File: config.mk
export PLATFORM = sky130hd
export DESIGN_NAME = remote_frame_parser_top
export DESIGN_NICKNAME = d
export VERILOG_FILES = /design/src/rtl/core/rfp_pkg.sv /design/src/rtl/core/remote_frame_parser_top.sv
export SDC_FILE = /design/constraint.sdc
export NUM_CORES = 1
export LEC_CHECK = 0
export ABC_AREA = 1
export BUFFER_PORTS_ARGS = -buffer_cell sky130_fd_sc_hd__buf_2
export CAP_MARGIN = 30
export CORE_ASPECT_RATIO = 0.9
export CORE_MARGIN = 3
export CORE_UTILIZATION = 55
export DETAILED_ROUTE_END_ITERATION = 8
export PLACE_DENSITY_LB_ADDON = 0.1
export SYNTH_ARGS = -nofsm -noshare
export SYNTH_HDL_FRONTEND = slang
export SYNTH_SLANG_ARGS = --single-unit
File: constraint.sdc
create_clock -name i_clk -period 6 [get_ports i_clk]
set_input_delay 1.2 -clock i_clk [delete_from_list [all_inputs] [get_ports i_clk]]
set_output_delay 1.2 -clock i_clk [all_outputs]
set_load 0.02 [all_outputs]
File: src/rtl/core/rfp_pkg.sv
// Shared constants and helpers for the remote frame parser.
`default_nettype none

package rfp_pkg;

    // Frame format
    localparam logic [7:0]  SYNC_BYTE   = 8'h55;
    localparam logic [3:0]  LEN_MAX     = 4'hC;
    localparam logic [7:0]  FLAG_SPEED  = 8'h10;
    localparam logic [7:0]  FLAG_CMD    = 8'h20;
    localparam logic [7:0]  CMD_PRESET_LO = 8'h01;
    localparam logic [7:0]  CMD_PRESET_HI = 8'h07;
    localparam logic [7:0]  CMD_LIGHT_ON  = 8'h08;
    localparam logic [7:0]  CMD_WATER     = 8'h0A;
    localparam logic [7:0]  CSUM_MOD      = 8'hFF;

    // Payload store
    localparam int STORE_DEPTH = 16;
    localparam int STORE_AW    = $clog2(STORE_DEPTH);

    // Timer
    localparam logic [15:0] TIMEOUT_RESET = 16'd10;

    // Parser phases
    localparam logic [1:0] PH_HUNT  = 2'd0;
    localparam logic [1:0] PH_LEN   = 2'd1;
    localparam logic [1:0] PH_PAY   = 2'd2;
    localparam logic [1:0] PH_CHECK = 2'd3;

    // Input beat kinds
    localparam logic KIND_BYTE = 1'b0;
    localparam logic KIND_TICK = 1'b1;

    // Result kinds
    localparam logic [2:0] RK_SPEED  = 3'd0;
    localparam logic [2:0] RK_PRESET = 3'd1;
    localparam logic [2:0] RK_STOP   = 3'd5;

    typedef logic [7:0] t_byte;

    // Reduce a 12-bit running sum modulo 255 (256 is 1 mod 255)
    function automatic t_byte mod255(input logic [11:0] sum);
        logic [8:0] fold;
        begin
            fold = {5'd0, sum[11:8]} + {1'b0, sum[7:0]};
            if (fold >= {1'b0, CSUM_MOD}) begin
                fold = fold - {1'b0, CSUM_MOD};
            end
            mod255 = fold[7:0];
        end
    endfunction

endpackage

`default_nettype wire

File: src/rtl/core/remote_frame_parser_top.sv
// Remote frame parser: sync hunt, checksum check, command decode and stop timer.
// A result appears in the output register in the cycle after its beat is accepted.
// Throughput: one input beat per cycle; a beat is taken even while a result waits, as long
// as that result leaves in the same cycle. Each beat yields at most one result.
// Reset (i_rst_n low, synchronous) clears the parser, the payload store, the timer and
// the output valid, and sets r_timeout to 10.
`default_nettype none

module remote_frame_parser_top import rfp_pkg::*; (
    input  wire         i_clk,
    input  wire         i_rst_n,
    // input channel
    input  wire         i_in_valid,
    output logic        o_in_stall,
    input  wire         i_kind,
    input  wire  [7:0]  i_byte_value,
    // result channel
    output logic        o_out_valid,
    input  wire         i_out_stall,
    output logic [2:0]  o_result_kind,
    output logic [31:0] o_speed_word_x,
    output logic [31:0] o_speed_word_y,
    output logic [31:0] o_speed_word_z,
    output logic [2:0]  o_preset_code,
    // configuration channel
    input  wire         i_cfg_valid,
    output logic        o_cfg_ready,
    input  wire  [15:0] i_cfg_data
);

    logic [15:0]       r_timeout;
    logic [1:0]        r_phase,     n_phase;
    logic [STORE_AW-1:0] r_bytes_taken, n_bytes_taken;
    logic [3:0]        r_exp_len,   n_exp_len;
    logic [11:0]       r_sum,       n_sum;
    t_byte             r_store [STORE_DEPTH];
    logic              n_store_we;
    logic [15:0]       r_countdown, n_countdown;
    logic              r_motion,    n_motion;

    logic              r_out_valid, n_out_valid;
    logic [2:0]        r_out_kind,  n_out_kind;
    logic [31:0]       r_word_x,    n_word_x;
    logic [31:0]       r_word_y,    n_word_y;
    logic [31:0]       r_word_z,    n_word_z;
    logic [2:0]        r_preset,    n_preset;

    logic              w_in_acc;
    logic              w_out_free;
    logic [STORE_AW:0] w_taken_next;
    logic [11:0]       w_sum_add;
    t_byte             w_type;
    t_byte             w_code;

    // Handshakes
    assign w_out_free = !r_out_valid || !i_out_stall;
    assign o_in_stall = !w_out_free;
    assign w_in_acc   = i_in_valid && w_out_free;
    assign o_cfg_ready = 1'b1;

    assign w_taken_next = {1'b0, r_bytes_taken} + {{STORE_AW{1'b0}}, 1'b1};
    assign w_sum_add    = r_sum + {4'd0, i_byte_value};
    assign w_type       = r_store[0];
    assign w_code       = r_store[1];

    // Parse one beat
    always_comb begin
        n_phase       = r_phase;
        n_bytes_taken = r_bytes_taken;
        n_exp_len     = r_exp_len;
        n_sum         = r_sum;
        n_store_we    = 1'b0;
        n_countdown   = r_countdown;
        n_motion      = r_motion;
        n_out_valid   = r_out_valid && i_out_stall;
        n_out_kind    = r_out_kind;
        n_word_x      = r_word_x;
        n_word_y      = r_word_y;
        n_word_z      = r_word_z;
        n_preset      = r_preset;

        if (w_in_acc) begin
            n_out_kind = RK_STOP;
            n_word_x   = '0;
            n_word_y   = '0;
            n_word_z   = '0;
            n_preset   = '0;
            if (i_kind == KIND_TICK) begin
                // advance the stop timer
                if (r_motion) begin
                    if (r_countdown == 16'd0) begin
                        n_motion    = 1'b0;
                        n_out_valid = 1'b1;
                        n_out_kind  = RK_STOP;
                    end else begin
                        n_countdown = r_countdown - 16'd1;
                    end
                end
            end else begin
                case (r_phase)
                    PH_HUNT: begin
                        if (i_byte_value == SYNC_BYTE) begin
                            n_phase       = PH_LEN;
                            n_bytes_taken = '0;
                            n_exp_len     = '0;
                            n_sum         = {4'd0, SYNC_BYTE};
                        end
                    end
                    PH_LEN: begin
                        if (i_byte_value[3:0] <= LEN_MAX) begin
                            n_store_we    = 1'b1;
                            n_bytes_taken = w_taken_next[STORE_AW-1:0];
                            n_sum         = w_sum_add;
                            n_exp_len     = i_byte_value[3:0];
                            n_phase       = PH_PAY;
                        end else begin
                            n_phase = PH_HUNT;
                        end
                    end
                    PH_PAY: begin
                        n_store_we    = 1'b1;
                        n_bytes_taken = w_taken_next[STORE_AW-1:0];
                        n_sum         = w_sum_add;
                        if ({1'b0, w_taken_next[STORE_AW-1:0]} >=
                            ({1'b0, r_exp_len} + 5'd1)) begin
                            n_phase = PH_CHECK;
                        end
                    end
                    default: begin
                        // check the sum, then decode the frame
                        n_phase = PH_HUNT;
                        if (mod255(r_sum) == i_byte_value) begin
                            n_sum = '0;
                            if ((w_type & FLAG_SPEED) != 8'd0) begin
                                n_countdown = r_timeout;
                                n_motion    = 1'b1;
                                n_out_valid = 1'b1;
                                n_out_kind  = RK_SPEED;
                                n_word_x = {r_store[4], r_store[3], r_store[2], r_store[1]};
                                n_word_y = {r_store[8], r_store[7], r_store[6], r_store[5]};
                                n_word_z = {r_store[12], r_store[11], r_store[10], r_store[9]};
                            end else if ((w_type & FLAG_CMD) != 8'd0) begin
                                if (w_code >= CMD_PRESET_LO && w_code <= CMD_PRESET_HI) begin
                                    n_countdown = r_timeout;
                                    n_motion    = 1'b1;
                                    n_out_valid = 1'b1;
                                    n_out_kind  = RK_PRESET;
                                    n_preset    = w_code[2:0];
                                end else if (w_code >= CMD_LIGHT_ON && w_code <= CMD_WATER) begin
                                    n_out_valid = 1'b1;
                                    n_out_kind  = w_code[2:0] - 3'd6;
                                end
                            end
                        end
                    end
                endcase
            end
        end
    end

    // Hold control state
    always_ff @(posedge i_clk) begin
        if (!i_rst_n) begin
            r_phase       <= PH_HUNT;
            r_bytes_taken <= '0;
            r_exp_len     <= '0;
            r_sum         <= '0;
            r_countdown   <= '0;
            r_motion      <= 1'b0;
            r_out_valid   <= 1'b0;
            r_timeout     <= TIMEOUT_RESET;
        end else begin
            r_phase       <= n_phase;
            r_bytes_taken <= n_bytes_taken;
            r_exp_len     <= n_exp_len;
            r_sum         <= n_sum;
            r_countdown   <= n_countdown;
            r_motion      <= n_motion;
            r_out_valid   <= n_out_valid;
            if (i_cfg_valid && o_cfg_ready) begin
                r_timeout <= i_cfg_data;
            end
        end
    end

    // Write the payload store; reset clears every entry
    always_ff @(posedge i_clk) begin
        if (!i_rst_n) begin
            for (int i = 0; i < STORE_DEPTH; i++) begin
                r_store[i] <= '0;
            end
        end else if (n_store_we) begin
            r_store[r_bytes_taken] <= i_byte_value;
        end
    end

    // Result payload register
    always_ff @(posedge i_clk) begin
        r_out_kind <= n_out_kind;
        r_word_x   <= n_word_x;
        r_word_y   <= n_word_y;
        r_word_z   <= n_word_z;
        r_preset   <= n_preset;
    end

    assign o_out_valid    = r_out_valid;
    assign o_result_kind  = r_out_kind;
    assign o_speed_word_x = r_word_x;
    assign o_speed_word_y = r_word_y;
    assign o_speed_word_z = r_word_z;
    assign o_preset_code  = r_preset;

    // A tick never moves the parser
    a_tick_keeps_phase: assert property (@(posedge i_clk) disable iff (!i_rst_n)
        (w_in_acc && i_kind == KIND_TICK) |=> $stable(r_phase))
        else $error("parser phase changed on a tick beat");

    // Payload count stays within the announced length
    a_pay_count: assert property (@(posedge i_clk) disable iff (!i_rst_n)
        (r_phase == PH_PAY) |-> ({1'b0, r_bytes_taken} <= ({1'b0, r_exp_len} + 5'd1)))
        else $error("payload count ran past the length");

    // Timer expiry always shows up as a stop result
    a_stop_on_expiry: assert property (@(posedge i_clk) disable iff (!i_rst_n)
        ($past(i_rst_n) && $fell(r_motion)) |-> (r_out_valid && r_out_kind == RK_STOP))
        else $error("timer expired without a stop result");

    // Only speed results carry words, only presets carry a code
    a_fields_clean: assert property (@(posedge i_clk) disable iff (!i_rst_n)
        (r_out_valid && r_out_kind != RK_SPEED) |->
            (r_word_x == 32'd0 && r_word_y == 32'd0 && r_word_z == 32'd0 &&
             (r_out_kind == RK_PRESET || r_preset == 3'd0)))
        else $error("result carries stray fields");

endmodule

`default_nettype wire
======== After elaboration in Yosys (flattened, before gate mapping) ========
Memory sizes are Yosys's and may differ from the RTL's. A register that Yosys moved wholly into a read port is not among the register bits.
Index checks and enable logic that the tools add are counted.
W data, S select, Z words.
word-level totals
  bits in writable memories ............... 128
  bits of input ports ..................... 30
  output and inout port bits .............. 105
  memories kept ........................... 1
  flip-flop bits (word level) ............. 94
  logic and storage cells ................. 129
cells by class
  equal/unequal tests ..................... 10
  bitwise operators ....................... 6
  reduce and logical (&&, ||, !) cells .... 28
  $lt $le $gt $ge ......................... 7
  mux-type cells .......................... 58
  $add $sub $neg .......................... 7
memory list
  memory   words  bits a word  rd ports  clocked after memory_dff  wr ports  line                           text
  r_store  16     8            13        11                        16        remote_frame_parser_top.sv:36  t_byte r_store [STORE_DEPTH];
operator list
  operator                 number
  $mux W16                 8
  $mux W8                  5
  $mux W12                 3
  $pmux W12 S3             1
  $mux W1                  26
  $reduce_and A5 Y1        4
  $logic_not A16 Y1        1
  $mux W4                  4
  $reduce_or A8 Y1         2
  $sub A16 B1 Y16 const B  1
  $add A12 B8 Y12          1
  $mux W3                  4
  $pmux W4 S3              1
  $add A4 B8 Y9            1
  $ge A9 B8 Y1 const B     1
  $reduce_bool A3 Y1       3
  $reduce_or A9 Y1         1
  $eq A8 B7 Y1 const B     1
  $eq A8 B8 Y1             1
  $ge A8 B1 Y1 const B     1
  $ge A8 B4 Y1 const B     1
  $le A8 B3 Y1 const B     1
  $le A8 B4 Y1 const B     1
  $ne A2 B2 Y1 const B     4
  other kinds (25)         39

======== Logic depth before layout (Yosys ltp) ========
  depth in word-level cells ............... 11
  gate-level depth with buffers ........... 24
  depth with buffers taken out ............ 23

======== Worst setup path after synthesis ========
Ideal clock, no wire load.
  path kind ............................... input to register
  start ................................... in i_out_stall
  end ..................................... reg r_countdown[15]
  data required time ...................... 5.887 ns
  path buffers ............................ 1
  slack ................................... 1.054 ns
  arrival ................................. 4.834 ns
  cell stages on the path ................. 9
  setup time .............................. 0.113 ns
  cell sequence ........................... nand2_1 -> nand2_1 -> inv_1 -> o221ai_1 -> a21oi_1 -> nand3_4 -> buf_4 -> nor2_1 -> nor2_1
between the ends
  word-level cells in the longest chain between the ends .. 4
RTL lines
  item                         line                            text
  start, declared              remote_frame_parser_top.sv:19   input wire i_out_stall,
  $logic_not A1 Y1             remote_frame_parser_top.sv:56   assign w_out_free = !r_out_valid || !i_out_stall;
  $logic_or A1 B1 Y1           remote_frame_parser_top.sv:56
  $logic_and A1 B1 Y1          remote_frame_parser_top.sv:58   assign w_in_acc = i_in_valid && w_out_free;
  net w_in_acc                 remote_frame_parser_top.sv:48   logic w_in_acc;
  $reduce_and A7 Y1 (no line)  -
  end signal, assigned         remote_frame_parser_top.sv:177  r_countdown <= n_countdown;
  end, declared                remote_frame_parser_top.sv:38   logic [15:0] r_countdown, n_countdown;
The timed path passes the listed nets, and every way through them passes these cells.
A chain may end at the register's enable or synchronous reset.

======== Final worst setup path ========
  start ................................... reg r_sum[8]
  end ..................................... reg r_word_z[4] (netlist: o_speed_word_z[4]), data pin
between the ends
  word-level cells in the longest chain between the ends .. 9
  elaborated cells between the ends (all ways) .. 10
  those cells by class .................... add/sub: 2; order compare: 1; eq/ne: 1; mux: 4; bitwise: 1; reduce/logical: 1
RTL lines
  item                                           line                            text
  start, declared                                remote_frame_parser_top.sv:35   logic [11:0] r_sum, n_sum;
  start signal, assigned                         remote_frame_parser_top.sv:176  r_sum <= n_sum;
  $add A4 B8 Y9 *                                rfp_pkg.sv:45                   fold = {5'd0, sum[11:8]} + {1'b0, sum[7:0]};
  $sub A8 B8 Y8 or $ge A9 B8 Y1 (tied branches)  rfp_pkg.sv:47, rfp_pkg.sv:46
  $mux W8 *                                      rfp_pkg.sv:46                   if (fold >= {1'b0, CSUM_MOD}) begin
  $mux W8 *                                      remote_frame_parser_top.sv:100  case (r_phase)
  $mux W8 *                                      remote_frame_parser_top.sv:88   if (i_kind == KIND_TICK) begin
  $mux W8 *                                      remote_frame_parser_top.sv:82   if (w_in_acc) begin
  $eq A8 B8 Y1 *                                 remote_frame_parser_top.sv:132  if (mod255(r_sum) == i_byte_value) begin
  $not A1 Y1 (no line) *                         -
  $reduce_or A6 Y1 (no line) *                   -
  end signal, assigned                           remote_frame_parser_top.sv:202  r_word_z <= n_word_z;
  end, declared                                  remote_frame_parser_top.sv:45   logic [31:0] r_word_z, n_word_z;
Mark *: on every way between the ends. The rest lies on a longest branch, timed or not. The select of a mux whose other input is x is not followed.

==> metrics.md <==
| Metric | Value |
|---|---|
| H-tree level count | `1` |
| Register area share after synthesis | `0.613` |
| Postcts setup bufs | `0` |
| I/O Buffers | `133` |
| Drt total wl | `23.6 mm` |
| Worst Path Arrival | `4.76 ns` |
| Comb pwr share | `0.060` |
| Die outline area | `22900 µm²` |
| Number of nets still failing antenna checks after routing | `0` |
| Chip height | `144 µm` |
| Largest net degree at the start of global routing | `69` |
| Hold_buf cts | `0` |
| # setup viols final | `0` |
| Routability-driven placement congestion ratio | `0.904` |
| Crit path required time | `6.38 ns` |
| Pleak | `5.81 nW` |
| Fraction of layout cells with a size suffix above 1 | `0.178` |
| Mapped Cells | `1207` |
| Initial Util | `0.571` |
| Fin crit share | `0.729` |
| Fin. Hold Viols | `0` |
| Number of enable flip-flop cells after synthesis | `200` |
| Post-CTS sizing | `0` |
| CP Launch Point | `r_sum[8]` |
| Worst-path fanout max | `53` |
| Syn_nets | `1267` |
| Core area | `20400 µm²` |
| Avg Synthesized Cell Area | `9.63 µm²` |
| Buffers & Inverters on Critical Path | `6` |
| Via count | `8023` |
| Pwr Density | `283 nW/µm²` |
| Asr flop ratio synth | `0` |
| Vias per cell | `4.90` |
| FP Rows | `49` |
| Max Cap Violations | `0` |
| Antenna cells | `0` |
| Worst slew pin tran | `0.854 ns` |
| Initial antenna violation count | `0` |
| Drt drc | `0` |
| TritonCTS Sinks | `256` |
| RR Endpoint | `o_speed_word_z[4]` |
| Sw Pwr | `844 µW` |
| Io pins | `135` |
| CP cell instances | `ha_1 -> inv_1 -> fa_1 -> inv_1 -> ha_1 -> inv_1 -> nor2_1 -> nand3_1 -> nor2_1 -> nand3_2 -> nand3_4 -> nand2_2 -> nand3_1 -> nand2_1 -> nor2_4 -> nand3_4 -> inv_2 -> nand4_4 -> buf_4 -> buf_4 -> nor2_1` |
| Post-Syn Area | `11600 µm²` |
| Clk pwr share | `0.414` |
| # nets final | `1396` |
| Clk buf depth | `3` |
| Slew margin rel. | `0.430` |
| CP top delay family | `simple AND/OR/NAND/NOR gates` |
| Crit end category | `flip-flop` |
| Yosys warns | `0` |
| Worst reg-to-reg path cell count | `21` |
| Achievable Freq | `229 MHz` |
| Worst stage delay on the critical path | `0.63 ns` |
| CTS buffer count | `27` |
| Synth-to-Final Area Change | `14.6%` |
| Top_reg_cell synth | `edfxtp_1` |
| TritonCTS clock tree | `yes` |
| Total gr overflow | `0` |
| RSZ-0062 raised after global routing | `no` |
| Chip width | `159 µm` |
| Reg-to-Reg Start | `r_sum[8]` |
| Element type at the critical path start | `flip-flop` |
| Seq pwr share | `0.526` |
| Hpwl dp | `15.9 mm` |
| Fin Setup TNS | `0 ns` |
| DR WL/cell | `14.4 µm` |
| Run status | `completed` |
| Reg clk slew, reported paths | `0.06 ns` |
| Clk_skew | `0.00764 ns` |
| Vias in the first global route | `7540` |
| Max VDD drop | `0.188 mV` |
| Pins Over Slew Limit | `0` |
| DRT iter0 DRCs | `494` |
| Critical Path Sink | `o_speed_word_z[4]` |
| Flops & latches, synth | `256` |
| Hold WC Path Type | `flip-flop to flip-flop` |
| Crit. path cell count | `21` |
| Worst skew pair latency | `0.54 ns` |
| Hold_ws | `0.451 ns` |
| Min cycle time layout | `4.38 ns` |
| Switching Fraction | `0.224` |
| First-pass GRT wire length | `38.0 mm` |
| Int Power | `2.92 mW` |
| Kind of critical path | `flip-flop to flip-flop` |
| CP max stage cell | `nand4_4` |
| Clock root buffer | `clkbuf_16` |
| 1st-pass router iterations | `5` |
| Unique masters post-synth | `38` |
| Worst R2R Setup Slack | `1.62 ns` |
| All-Layer GR Usage | `0.204` |
## area by class of cell
class | instances | area, µm²
Clock inverter | 12 | 97.6
Tap cell | 280 | 350
Timing Repair Buffer | 137 | 696
Clock buffer | 37 | 733
Multi-Input combinational cell | 711 | 3550
Sequential cell | 256 | 7130
Fill cell | 1683 | 7040
Inverter | 203 | 764
## cells in the mapped netlist, types with 2 or more instances
| cell type | n | area, µm² |
|---|---|---|
| nor2_1 | 255 | 957 |
| edfxtp_1 | 200 | 6010 |
| inv_1 | 195 | 732 |
| nand2_1 | 173 | 649 |
| dfxtp_1 | 56 | 1120 |
| a21oi_1 | 50 | 250 |
| o21ai_0 | 46 | 230 |
| nor2_2 | 42 | 263 |
| nand3_1 | 39 | 195 |
| ha_1 | 28 | 350 |
| clkbuf_1 | 25 | 93.8 |
| nand4_1 | 19 | 119 |
| xor2_1 | 18 | 158 |
| nand2_2 | 8 | 50.1 |
| inv_2 | 6 | 22.5 |
| buf_6 | 5 | 56.3 |
| buf_2 | 4 | 20.0 |
| nand3_4 | 4 | 70.1 |
| nor3_1 | 4 | 20.0 |
| and3_1 | 3 | 18.8 |
| a211oi_1 | 2 | 15.0 |
| buf_4 | 2 | 15.0 |
| clkinv_1 | 2 | 7.51 |
| fa_1 | 2 | 40.0 |
| nand3_2 | 2 | 20.0 |
| nor2_4 | 2 | 22.5 |
| nor4_1 | 2 | 12.5 |
| o21bai_1 | 2 | 15.0 |
| xnor2_1 | 2 | 17.5 |
## per-stage QoR
stage / worst slack (ns) / cell area (µm²) / utilization / total power [mW] / std cells
floorplan: 1.05 / 11600 / - / 2.17 / 1207
global placement: 1.81 / 12500 / 0.614 / 2.24 / 1587
detailed placement: 1.67 / 12500 / 0.614 / 2.24 / 1587
CTS: 1.62 / 13300 / 0.654 / 3.80 / 1636
global route: 1.25 / 13300 / 0.654 / 3.90 / 1636
finish: 1.62 / 13300 / 0.654 / 3.77 / 1636
## cell usage in the layout (no fill, tap or decap), drive strengths merged
cell type,count
a211oi,2
a21oi,51
and3,3
buf,137
bufinv,1
clkbuf,37
clkinv,11
conb,1
dfxtp,56
edfxtp,200
fa,2
ha,28
inv,203
nand2,181
nand3,45
nand4,20
nor2,299
nor3,4
nor4,2
o21a,1
o21ai,47
o21bai,2
o221ai,1
o22ai,1
xnor2,2
xor2,19
## power groups by stage
stage               Combinational [mW]  Sequential, mW  Clock (mW)
CTS                              0.227            1.98        1.59
global route                     0.249            1.99        1.67
global placement                 0.223            2.02           0
finish                           0.225            1.98        1.56
floorplan                        0.123            2.05           0
detailed placement               0.225            2.02           0
## per-layer routing
| metal | wire length [µm] | part of all wire | GRT usage | up-vias |
|---|---|---|---|---|
| met1 | 10900 | 0.46 | 0.282 | 3641 |
| met2 | 10700 | 0.45 | 0.341 | 217 |
| met4 | 646 | 0.027 | 0.0631 | 0 |
| met5 | 0 | 0 | 0 | - |
| met3 | 1350 | 0.057 | 0.0303 | 54 |
| li1 | - | - | - | 4111 |
## how the worst min path moves through the flow
stage	start	depth (start not counted)	slack (ns)	endpoint
5_1_grt	r_timeout[7]	2	0.47	r_timeout[7]
3_3_place_gp	r_timeout[11]	2	0.44	r_timeout[11]
3_5_place_dp	r_timeout[14]	2	0.45	r_timeout[14]
6_report	r_timeout[7]	2	0.45	r_timeout[7]
2_1_floorplan	r_timeout[11]	2	0.43	r_timeout[11]
4_1_cts	r_timeout[14]	2	0.45	r_timeout[14]
## cells by family (layout without fill, tap and decap cells)
logic type	Yosys count	after routing	share of synthesized area
adder cells (fa/ha/maj)	30	30	0.0336
AND/OR/NAND/NOR	554	554	0.207
AO/OA/AOI/OAI	105	105	0.0471
buffers and inverters	240	389	0.0818
flip-flops	256	256	0.613
XOR/XNOR	21	21	0.0165
other	1	1	0.000323
## sequential cells by signal, indices dropped and copies added, names as in the netlist
name,flops
r_sum,12
o_speed_word_x,32
o_result_kind,3
o_out_valid,1
o_preset_code,3
r_phase,2
r_exp_len,4
r_timeout,16
r_countdown,16
o_speed_word_z,32
o_speed_word_y,32
r_bytes_taken,4
r_store,98
r_motion,1
## worst min-delay path: cells and delay by family, from the launching register on
| family | cells | cell delay (ns) |
|---|---|---|
| buffers and inverters | 1 | 0.05 |
| flip-flops | 1 | 0.29 |
| AO/OA/AOI/OAI | 1 | 0.06 |
Note: power is estimated with default switching activity, not from simulation.
